**src/rtl/bleadv_pkg.sv**
```systemverilog
// Shared types and constants for the advertisement frame field tagger.
// Used by the parser, the top level and the port checker; no dependencies.
`default_nettype none

package bleadv_pkg;

    // Field sizes of the fixed-length parts of a frame
    localparam logic [7:0] HASH_BYTES        = 8'd3;
    localparam logic [7:0] ENDPOINT_ID_BYTES = 8'd4;
    localparam logic [7:0] MAC_BYTES         = 8'd6;

    // Header byte layout
    localparam logic [7:0] VERSION_MASK  = 8'hE0;
    localparam logic [7:0] PCP_MASK      = 8'h1F;
    localparam int         VERSION_SHIFT = 5;

    // Saturation point of the trailing-byte offset
    localparam logic [7:0] OFFSET_MAX = 8'hFF;

    // Parse phase, also the field kind reported with each byte
    typedef enum logic [3:0] {
        PH_HEADER  = 4'd0,
        PH_HASH    = 4'd1,
        PH_EPID    = 4'd2,
        PH_INFOLEN = 4'd3,
        PH_INFO    = 4'd4,
        PH_MAC     = 4'd5,
        PH_UWBLEN  = 4'd6,
        PH_UWB     = 4'd7,
        PH_EXTRA   = 4'd8,
        PH_TRAIL   = 4'd9
    } phase_t;

    localparam logic [3:0] KIND_MAX = 4'd9;

    // One tagged result
    typedef struct packed {
        logic [7:0] byte_value;
        logic [3:0] field_kind;
        logic [7:0] field_offset;
        logic [2:0] version;
        logic [4:0] pcp;
        logic       frame_end;
        logic       truncated;
        logic       has_uwb;
        logic       has_extra;
    } result_t;

endpackage

`default_nettype wire

```
**src/rtl/bleadv_parser.sv**
```systemverilog
// Frame phase machine: tags one byte per advance and tracks field state.
// Depends on bleadv_pkg for the phase type, field sizes and result struct.
`default_nettype none

module bleadv_parser (
    input  wire logic              clk,
    input  wire logic              rst_n,
    input  wire logic              fast_mode,
    input  wire logic              advance,
    input  wire logic [7:0]        data_byte,
    input  wire logic              last_byte,
    output bleadv_pkg::result_t    result
);

    bleadv_pkg::phase_t phase_reg, phase_next;
    logic [7:0] offset_reg, offset_next;
    logic [7:0] length_reg, length_next;
    logic [2:0] version_reg, version_next;
    logic [4:0] pcp_reg, pcp_next;
    logic       uwb_seen_reg, uwb_seen_next;
    logic       extra_seen_reg, extra_seen_next;

    logic [7:0]         offset_inc;
    logic [7:0]         length_dec;
    bleadv_pkg::phase_t after_info;

    assign offset_inc = offset_reg + 8'd1;
    assign length_dec = length_reg - 8'd1;
    assign after_info = fast_mode ? bleadv_pkg::PH_UWBLEN : bleadv_pkg::PH_MAC;

    // Next field state for the byte at hand
    always_comb
    begin
        phase_next      = phase_reg;
        offset_next     = offset_reg;
        length_next     = length_reg;
        version_next    = version_reg;
        pcp_next        = pcp_reg;
        uwb_seen_next   = uwb_seen_reg;
        extra_seen_next = extra_seen_reg;
        case (phase_reg)
            bleadv_pkg::PH_HEADER:
            begin
                version_next = 3'((data_byte & bleadv_pkg::VERSION_MASK)
                                  >> bleadv_pkg::VERSION_SHIFT);
                pcp_next     = 5'(data_byte & bleadv_pkg::PCP_MASK);
                phase_next   = fast_mode ? bleadv_pkg::PH_EPID : bleadv_pkg::PH_HASH;
                offset_next  = 8'd0;
            end
            bleadv_pkg::PH_HASH:
            begin
                offset_next = offset_inc;
                if (offset_inc >= bleadv_pkg::HASH_BYTES)
                begin
                    phase_next  = bleadv_pkg::PH_EPID;
                    offset_next = 8'd0;
                end
            end
            bleadv_pkg::PH_EPID:
            begin
                offset_next = offset_inc;
                if (offset_inc >= bleadv_pkg::ENDPOINT_ID_BYTES)
                begin
                    phase_next  = bleadv_pkg::PH_INFOLEN;
                    offset_next = 8'd0;
                end
            end
            bleadv_pkg::PH_INFOLEN:
            begin
                length_next = data_byte;
                offset_next = 8'd0;
                phase_next  = (data_byte == 8'd0) ? after_info : bleadv_pkg::PH_INFO;
            end
            bleadv_pkg::PH_INFO:
            begin
                length_next = length_dec;
                offset_next = offset_inc;
                if (length_dec == 8'd0)
                begin
                    phase_next  = after_info;
                    offset_next = 8'd0;
                end
            end
            bleadv_pkg::PH_MAC:
            begin
                offset_next = offset_inc;
                if (offset_inc >= bleadv_pkg::MAC_BYTES)
                begin
                    phase_next  = bleadv_pkg::PH_UWBLEN;
                    offset_next = 8'd0;
                end
            end
            bleadv_pkg::PH_UWBLEN:
            begin
                uwb_seen_next = 1'b1;
                length_next   = data_byte;
                offset_next   = 8'd0;
                phase_next    = (data_byte == 8'd0) ? bleadv_pkg::PH_EXTRA
                                                    : bleadv_pkg::PH_UWB;
            end
            bleadv_pkg::PH_UWB:
            begin
                length_next = length_dec;
                offset_next = offset_inc;
                if (length_dec == 8'd0)
                begin
                    phase_next  = bleadv_pkg::PH_EXTRA;
                    offset_next = 8'd0;
                end
            end
            bleadv_pkg::PH_EXTRA:
            begin
                extra_seen_next = 1'b1;
                phase_next      = bleadv_pkg::PH_TRAIL;
                offset_next     = 8'd0;
            end
            default:
            begin
                // Trailing bytes: saturate the offset
                phase_next = bleadv_pkg::PH_TRAIL;
                if (offset_reg != bleadv_pkg::OFFSET_MAX)
                    offset_next = offset_inc;
            end
        endcase
    end

    // Tag the byte; frame status only on the last byte
    always_comb
    begin
        result.byte_value   = data_byte;
        result.field_kind   = phase_reg;
        result.field_offset = offset_reg;
        result.version      = version_next;
        result.pcp          = pcp_next;
        result.frame_end    = last_byte;
        result.truncated    = last_byte && (phase_next inside {
                                  bleadv_pkg::PH_HASH, bleadv_pkg::PH_EPID,
                                  bleadv_pkg::PH_INFOLEN, bleadv_pkg::PH_INFO,
                                  bleadv_pkg::PH_MAC, bleadv_pkg::PH_UWB});
        result.has_uwb      = last_byte && uwb_seen_next;
        result.has_extra    = last_byte && extra_seen_next;
    end

    // Advance state on each transfer; rearm at frame end
    always_ff @(posedge clk or negedge rst_n)
    begin
        if (!rst_n)
        begin
            phase_reg      <= bleadv_pkg::PH_HEADER;
            offset_reg     <= 8'd0;
            length_reg     <= 8'd0;
            version_reg    <= 3'd0;
            pcp_reg        <= 5'd0;
            uwb_seen_reg   <= 1'b0;
            extra_seen_reg <= 1'b0;
        end
        else if (advance)
        begin
            if (last_byte)
            begin
                phase_reg      <= bleadv_pkg::PH_HEADER;
                offset_reg     <= 8'd0;
                length_reg     <= 8'd0;
                version_reg    <= 3'd0;
                pcp_reg        <= 5'd0;
                uwb_seen_reg   <= 1'b0;
                extra_seen_reg <= 1'b0;
            end
            else
            begin
                phase_reg      <= phase_next;
                offset_reg     <= offset_next;
                length_reg     <= length_next;
                version_reg    <= version_next;
                pcp_reg        <= pcp_next;
                uwb_seen_reg   <= uwb_seen_next;
                extra_seen_reg <= extra_seen_next;
            end
        end
    end

endmodule

`default_nettype wire

```
**src/rtl/ble_connection_advert_parser_top.sv**
```systemverilog
// m_tvalid rises once a byte has passed the input register and then the result register.
// Throughput: one byte per cycle; while a result waits for m_tready the input
// register takes one more byte, then s_tready drops.
// Reset (rst_n, asynchronous, active low) empties both registers, sets the
// parser to expect a header byte and clears fast_mode.
// Depends on bleadv_pkg and bleadv_parser.
`default_nettype none

module ble_connection_advert_parser_top (
    input  wire logic        clk,
    input  wire logic        rst_n,
    // Configuration
    input  wire logic        cfg_we,
    input  wire logic        cfg_wdata,     // fast_mode
    // Byte input stream
    input  wire logic        s_tvalid,
    output logic             s_tready,
    input  wire logic [7:0]  s_tdata,       // [7:0] data_byte
    input  wire logic        s_tlast,       // last_byte
    // Tagged result stream
    output logic             m_tvalid,
    input  wire logic        m_tready,
    output logic [31:0]      m_tdata,       // [7:0] byte_value, [15:8] field_offset,
                                            // [18:16] version, [23:19] pcp,
                                            // [24] truncated, [25] has_uwb,
                                            // [26] has_extra, [31:27] zero
    output logic [3:0]       m_tuser,       // [3:0] field_kind
    output logic             m_tlast        // frame_end
);

    logic                fast_mode_reg;
    logic                in_valid_reg;
    logic [7:0]          in_byte_reg;
    logic                in_last_reg;
    logic                out_valid_reg;
    bleadv_pkg::result_t out_res_reg;
    bleadv_pkg::result_t res;
    logic                advance;

    // Move the held byte into the result register when that slot frees up
    assign advance  = in_valid_reg && (!out_valid_reg || m_tready);
    assign s_tready = !in_valid_reg || advance;

    // Hold the mode register
    always_ff @(posedge clk or negedge rst_n)
    begin
        if (!rst_n)
            fast_mode_reg <= 1'b0;
        else if (cfg_we)
            fast_mode_reg <= cfg_wdata;
    end

    // Input register
    always_ff @(posedge clk or negedge rst_n)
    begin
        if (!rst_n)
            in_valid_reg <= 1'b0;
        else if (s_tvalid && s_tready)
            in_valid_reg <= 1'b1;
        else if (advance)
            in_valid_reg <= 1'b0;
    end

    always_ff @(posedge clk)
    begin
        if (s_tvalid && s_tready)
        begin
            in_byte_reg <= s_tdata;
            in_last_reg <= s_tlast;
        end
    end

    bleadv_parser u_parser (
        .clk       (clk),
        .rst_n     (rst_n),
        .fast_mode (fast_mode_reg),
        .advance   (advance),
        .data_byte (in_byte_reg),
        .last_byte (in_last_reg),
        .result    (res)
    );

    // Result register
    always_ff @(posedge clk or negedge rst_n)
    begin
        if (!rst_n)
            out_valid_reg <= 1'b0;
        else if (advance)
            out_valid_reg <= 1'b1;
        else if (m_tready)
            out_valid_reg <= 1'b0;
    end

    always_ff @(posedge clk)
    begin
        if (advance)
            out_res_reg <= res;
    end

    // Pack the result transfer
    assign m_tvalid = out_valid_reg;
    assign m_tdata  = {5'd0,
                       out_res_reg.has_extra,
                       out_res_reg.has_uwb,
                       out_res_reg.truncated,
                       out_res_reg.pcp,
                       out_res_reg.version,
                       out_res_reg.field_offset,
                       out_res_reg.byte_value};
    assign m_tuser  = out_res_reg.field_kind;
    assign m_tlast  = out_res_reg.frame_end;

endmodule

`default_nettype wire

```
**config.mk**
```make
export PLATFORM = sky130hd
export DESIGN_NAME = ble_connection_advert_parser_top
export DESIGN_NICKNAME = d
export VERILOG_FILES = /design/src/rtl/bleadv_pkg.sv /design/src/rtl/bleadv_parser.sv /design/src/rtl/ble_connection_advert_parser_top.sv
export SDC_FILE = /design/constraint.sdc
export NUM_CORES = 1
export LEC_CHECK = 0
export ABC_AREA = 0
export BUFFER_PORTS_ARGS = -buffer_cell sky130_fd_sc_hd__buf_2
export CAP_MARGIN = 20
export CORE_ASPECT_RATIO = 0.6
export CORE_MARGIN = 1.5
export CORE_UTILIZATION = 30
export CTS_CLUSTER_SIZE = 16
export DETAILED_ROUTE_END_ITERATION = 8
export GPL_ROUTABILITY_DRIVEN = 1
export PLACE_DENSITY = 0.56
export SLEW_MARGIN = 15
export SYNTH_ARGS = -nofsm -noshare
export SYNTH_HDL_FRONTEND = slang
export SYNTH_SLANG_ARGS = --single-unit
```
**constraint.sdc**
```tcl
create_clock -name clk -period 3.2 [get_ports clk]
set_clock_uncertainty 0.15 [all_clocks]
set_input_delay 0.16 -clock clk [delete_from_list [all_inputs] [get_ports clk]]
set_output_delay 0.16 -clock clk [all_outputs]
set_load 0.01 [all_outputs]
```
==> flow_metrics.tcl, run 1 <==
set metrics [dict create \
    p_comb_frac 0.199 \
    clk_latency_ns 0.34 \
    via_count 2667 \
    synth_top_cell_area_share 0.343 \
    pwr-share-clk 0.351 \
    critPathMaxFanout 11 \
    worstMarginPinSlew_ns 0.822 \
    crit_arrival_ns 2.68 \
    ctsResizeCount 0 \
    cts_inserted_buffers 9 \
    drtIter0Drc 180 \
    start_kind "flop" \
    wl_per_cell_um 15.3 \
    pre_cts_slack_ns 0.636 \
    synth.avg_cell_area_um2 11.4 \
    vdd_drop_max_mv 0.261 \
    hpwl_mm 5.83 \
    cts.sinks 74 \
    grt_pass1_wl_mm 13.2 \
    synth_most_common_cell "edfxtp_1" \
    finalCritPeriodShare 0.806 \
    cp.required_ns 3.30 \
    synth.distinct_cells 58 \
    slew_headroom 0.452 \
    gp_congestion 0.871 \
    chipWidth_um 144 \
    cts_setup_buffers 0 \
    drc 0 \
    fmax_mhz 388 \
    synth_compound_area_frac 0.162 \
    seq_area_frac_synth 0.573 \
    ys.flop_type "edfxtp_1" \
    synth-simple-area-share 0.164 \
    syn_area_um2 3590 \
    place_area_um2 3980 \
    grt_pass1_vias 2436 \
    pwr-share-seq 0.451 \
    power.internal_mw 1.99 \
    chipHeight_um 87.7 \
    start_util 0.313 \
    utilization 0.385 \
    yosys.area.top_type "edfxtp_1" \
    final.setup.tns_ns 0 \
    viasPerCell 4.91 \
    crit_path_end_kind "flop" \
    setup_viol 0 \
    async_flop_share 0.446 \
    ys_warn_count 0 \
    synth_top_family_by_area "simple AND/OR/NAND/NOR gates" \
    powerDensity_nw_per_um2 634 \
    grt_max_degree 36 \
    hold_viol 0 \
    postCtsHoldBufs 15 \
    num_io_pins 54 \
    io_buffers 48 \
    drt_pre_antenna_iters 4 \
    fin_ws_ns 0.620 \
    synth_edf_count 41 \
    htreeDepth 3 \
    status "finished, final reports clean" \
    drive_above_1_share 0.225 \
    detail-route-antenna-nets 0 \
    hold_path_class "in2async" \
    die_area_um2 12700 \
    netlist_top_cells_count "edfxtp_1, dfrtp_1, nand2_1" \
    wirelength_mm 8.28 \
    drv_cap 0 \
    largest_reg_flops 27 \
    clock_path_buffers 2 \
    root_buffer "clkbuf_16" \
    ys_top_cells_by_area "edfxtp_1, dfrtp_1, mux2_2" \
    p_leak_nw 1.82 \
    synth_cells 314 \
    power_switching_uw 810 \
    rsz0062_at_grt "false" \
    cts_tree "yes" \
    n_antenna_cell 0 \
    rows 30 \
    clkTransAtPathRegs_ns 0.06 \
    grt_overflow 0 \
    synth_xor_area_frac 0.0146 \
    grtUsageTotal 0.142 \
    crit_type "reg2reg" \
    fin_crit_ns 2.58 \
    synth_mux_area_frac 0.0310 \
    num-nets-final 399 \
    synthAdderAreaFrac 0.0209 \
    design.core.area_um2 11500 \
    synthToLayoutAreaGrowth_pct 23.2 \
    finalInstanceArea_um2 4420 \
    ys_ff_latch 74 \
    p_sw_frac 0.289 \
    antenna_found_initial 0 \
    slew_viol_final 0 \
]
[routing by layer]
| metal | up-vias | track usage | part of all wire |
|---|---|---|---|
| li1 | 1304 | - | - |
| met1 | 1269 | 0.209 | 0.53 |
| met2 | 84 | 0.184 | 0.39 |
| met3 | 10 | 0.0530 | 0.069 |
| met4 | 0 | 0.0569 | 0.014 |
| met5 | - | 0 | 0 |
[worst max-delay path: stages (launching register included)]
cell and delay, ns:
dfrtp_1 0.56, inv_1 0.08, ha_1 0.35, a311o_1 0.37, a2111oi_0 0.40, o21a_1 0.29, o21ai_1 0.14, o21ai_0 0.16
[path summary, 6_finish.rpt]
path / to / slack, ns / start / cells past startpoint
max in group asynchronous: u_parser.phase_reg[0] / 2.07 / rst_n / 2
min in group clk: m_tvalid / 0.35 / in_valid_reg / 1
hold reg to reg: m_tvalid / 0.35 / in_valid_reg / 1
setup / recovery: u_parser.offset_reg[0] / 0.62 / u_parser.offset_reg[0] / 7
setup reg to reg: u_parser.offset_reg[0] / 0.62 / u_parser.offset_reg[0] / 7
hold / removal: u_parser.offset_reg[5] / 0.30 / rst_n / 2
[area by class of cell]
class | instances | area, um2
fill | 1147 | 7060
sequential | 74 | 2060
multi-input combinational | 219 | 1430
timing repair buffer | 67 | 420
clock buffer | 9 | 225
tap | 160 | 200
clock inverter | 7 | 68.8
inverter | 7 | 26.3
[stage by stage]
step | power, mW | hold slack [ns] | cells
floorplan | 1.65 | -0.286 | 318
global placement | 1.81 | 0.162 | 512
detailed placement | 1.82 | 0.170 | 512
CTS | 2.84 | 0.350 | 543
global route | 2.96 | 0.376 | 543
finish | 2.80 | 0.303 | 543
[power groups by stage]
stage / combinational, mW / sequential (mW) / clock [mW]
after floorplan: 0.388 / 1.26 / 0
after global placement: 0.537 / 1.28 / 0
after detailed placement: 0.543 / 1.28 / 0
after CTS: 0.561 / 1.26 / 1.02
after global routing: 0.624 / 1.28 / 1.05
final: 0.558 / 1.26 / 0.983
[cells by family after synthesis]
kind of cell,after synthesis
buffers and inverters,25
DFF,74
adders and majority gates,6
muxes,10
AOI/OAI and AO/OA,84
xor gates and xnor gates,6
other,1
and+or+nand+nor,108
[layout by cell type, fill, tap and decap left out, drive strengths merged, types with 10 or more instances in the layout]
master,Yosys,final
dfrtp,33,33
edfxtp,41,41
dlygate4sd3,0,15
a21oi,18,18
o21ai,24,24
buf,11,52
a22o,10,10
nand2,21,21
nor2,19,19
Note: power is estimated with default switching activity, not from simulation.
==> run 2, diff against run 1 <==
--- a/config.mk
+++ b/config.mk
@@ -14,7 +14,7 @@
 export CTS_CLUSTER_SIZE = 16
 export DETAILED_ROUTE_END_ITERATION = 8
 export GPL_ROUTABILITY_DRIVEN = 1
-export PLACE_DENSITY = 0.56
+export PLACE_DENSITY = 0.58
 export SLEW_MARGIN = 15
 export SYNTH_ARGS = -nofsm -noshare
 export SYNTH_HDL_FRONTEND = slang
==> constraint.sdc (replaced) <==
create_clock -name clk -period 2.1 [get_ports clk]
set_clock_uncertainty 0.15 [all_clocks]
set_input_delay 0.105 -clock clk [delete_from_list [all_inputs] [get_ports clk]]
set_output_delay 0.105 -clock clk [all_outputs]
set_load 0.01 [all_outputs]
==> flow_metrics.tcl, run 2 (synthesis gave the netlist of run 1 again) <==
set metrics [dict create \
    crit_arrival_ns 2.23 \
    drv_cap 0 \
    hpwl_mm 6.67 \
    viasPerCell 4.86 \
    slew_viol_final 0 \
    die_area_um2 12700 \
    grt_overflow 0 \
    grtUsageTotal 0.151 \
    n_antenna_cell 0 \
    slew_headroom 0.459 \
    io_buffers 48 \
    cp.required_ns 2.03 \
    p_leak_nw 2.18 \
    drtIter0Drc 163 \
    pre_cts_slack_ns -0.257 \
    final_cell_mix "buf_4, buf_2, edfxtp_1, dfrtp_1, nand2_1" \
    detail-route-antenna-nets 0 \
    crit_path_end_kind "flop" \
    drive_above_1_share 0.412 \
    crit_type "reg2reg" \
    gp_congestion 0.886 \
    clock_path_buffers 2 \
    hold_path_class "in2async" \
    antenna_found_initial 0 \
    worstMarginPinSlew_ns 0.811 \
    num_io_pins 54 \
    chipWidth_um 144 \
    vdd_drop_max_mv 0.466 \
    rsz0062_at_grt "true" \
    clk_latency_ns 0.34 \
    cts_inserted_buffers 9 \
    grt_pass1_wl_mm 14.2 \
    chipHeight_um 87.7 \
    via_count 2970 \
    rr_endpoint "m_tdata[24]" \
    status "complete, but fails checks" \
    reg2reg_from "u_parser.offset_reg[1]" \
    finalCritPeriodShare 1.10 \
    rows 30 \
    fmax_mhz 433 \
    fin_ws_ns -0.207 \
    final_common_cell "buf_4" \
    critPathMaxFanout 5 \
    largest_reg_flops 27 \
    utilization 0.451 \
    design.core.area_um2 11500 \
    grt_pass1_vias 2715 \
    cts_tree "yes" \
    wl_per_cell_um 15.4 \
    ff2ff_path_depth 7 \
    fin_crit_ns 2.31 \
    clkTransAtPathRegs_ns 0.06 \
    powerDensity_nw_per_um2 924 \
    r2r_slack_ns -0.21 \
    grt_max_degree 34 \
    drt_pre_antenna_iters 4 \
    fillCellCount 1122 \
    start_kind "flop" \
    violations "negative setup slack" \
    root_buffer "clkbuf_16" \
    num-nets-final 467 \
    synthToLayoutAreaGrowth_pct 44.1 \
    cts.sinks 74 \
    drc 0 \
    start_util 0.313 \
    setup_viol 8 \
    hold_viol 0 \
    htreeDepth 3 \
    wirelength_mm 9.41 \
]
## run 2: changes by cell type in the layout (fill, tap and decap cells not counted), moves of 3 or more
cell,before,now
dfrtp_1,33,29
ha_1,6,1
buf_4,4,66
ha_4,0,4
nor4_1,5,1
buf_6,0,4
o21ai_1,4,7
dfrtp_2,0,4
o21ai_0,18,12
## run 2: power by group
part | total, mW | internal, mW | switching, mW
registers | 1.89 | 1.75 | 0.138
logic | 1.29 | 0.626 | 0.668
clock network | 1.60 | 0.941 | 0.658
total | 4.78 | 3.32 | 1.46
## run 2: layout make-up
| class | instances | area (um2) | share of cell area |
|---|---|---|---|
| Timing Repair Buffer | 135 | 956 | 0.185 |
| Multi-Input combinational cell | 219 | 1620 | 0.314 |
| Inverter | 7 | 27.5 | 0.00532 |
| Tap cell | 160 | 200 | 0.0387 |
| Clock inverter | 7 | 82.6 | 0.0160 |
| Sequential cell | 74 | 2060 | 0.398 |
| Clock buffer | 9 | 225 | 0.0435 |
## run 2: metrics by stage
stage                     total power [mW]  setup TNS (ns)  cells  area, um2  hold WS (ns)
after floorplan                       2.53          -0.204    318       3640        -0.341
after global placement                2.98           -1.13    576       4500        0.0895
after detailed placement              3.00           -1.14    576       4500         0.105
after CTS                             4.68          -0.956    607       5010         0.281
after global routing                  5.01           -1.55    611       5180         0.319
final                                 4.78          -0.608    611       5180         0.250
## run 2: timing repair
| item | CTS | global route |
|---|---|---|
| pin swaps | 2 | 15 |
| hold buffers | 15 | 0 |
| buffers inserted | 0 | 5 |
| endpoints found under the setup margin | 13 | 28 |
| hold endpoints to repair | 45 | 0 |
| gates resized for setup | 8 | 32 |
## run 2: worst max-delay path, stage by stage (launching register included)
cell     delay (ns)
dfrtp_2        0.47
ha_4           0.18
nand3_1        0.09
nor3b_1        0.16
o221a_2        0.33
a221o_2        0.37
o31ai_2        0.19
nand3_1        0.11
## run 2: worst max path at each step
stage | from | end | depth (start not counted)
after global routing | u_parser.offset_reg[1] | m_tdata[24] | 7
after global placement | in_byte_reg[0] | m_tdata[24] | 7
after floorplan | u_parser.length_reg[0] | m_tdata[24] | 8
after CTS | u_parser.offset_reg[0] | m_tdata[24] | 8
after detailed placement | in_byte_reg[0] | m_tdata[24] | 7
final | u_parser.offset_reg[1] | m_tdata[24] | 7
## run 2: metal layers
metal / track usage / vias up / wire length (um)
met5: 0 / - / 0
met4: 0.0459 / 0 / 103
met3: 0.0459 / 9 / 536
met2: 0.196 / 73 / 3740
met1: 0.234 / 1449 / 5030
li1: - / 1439 / -
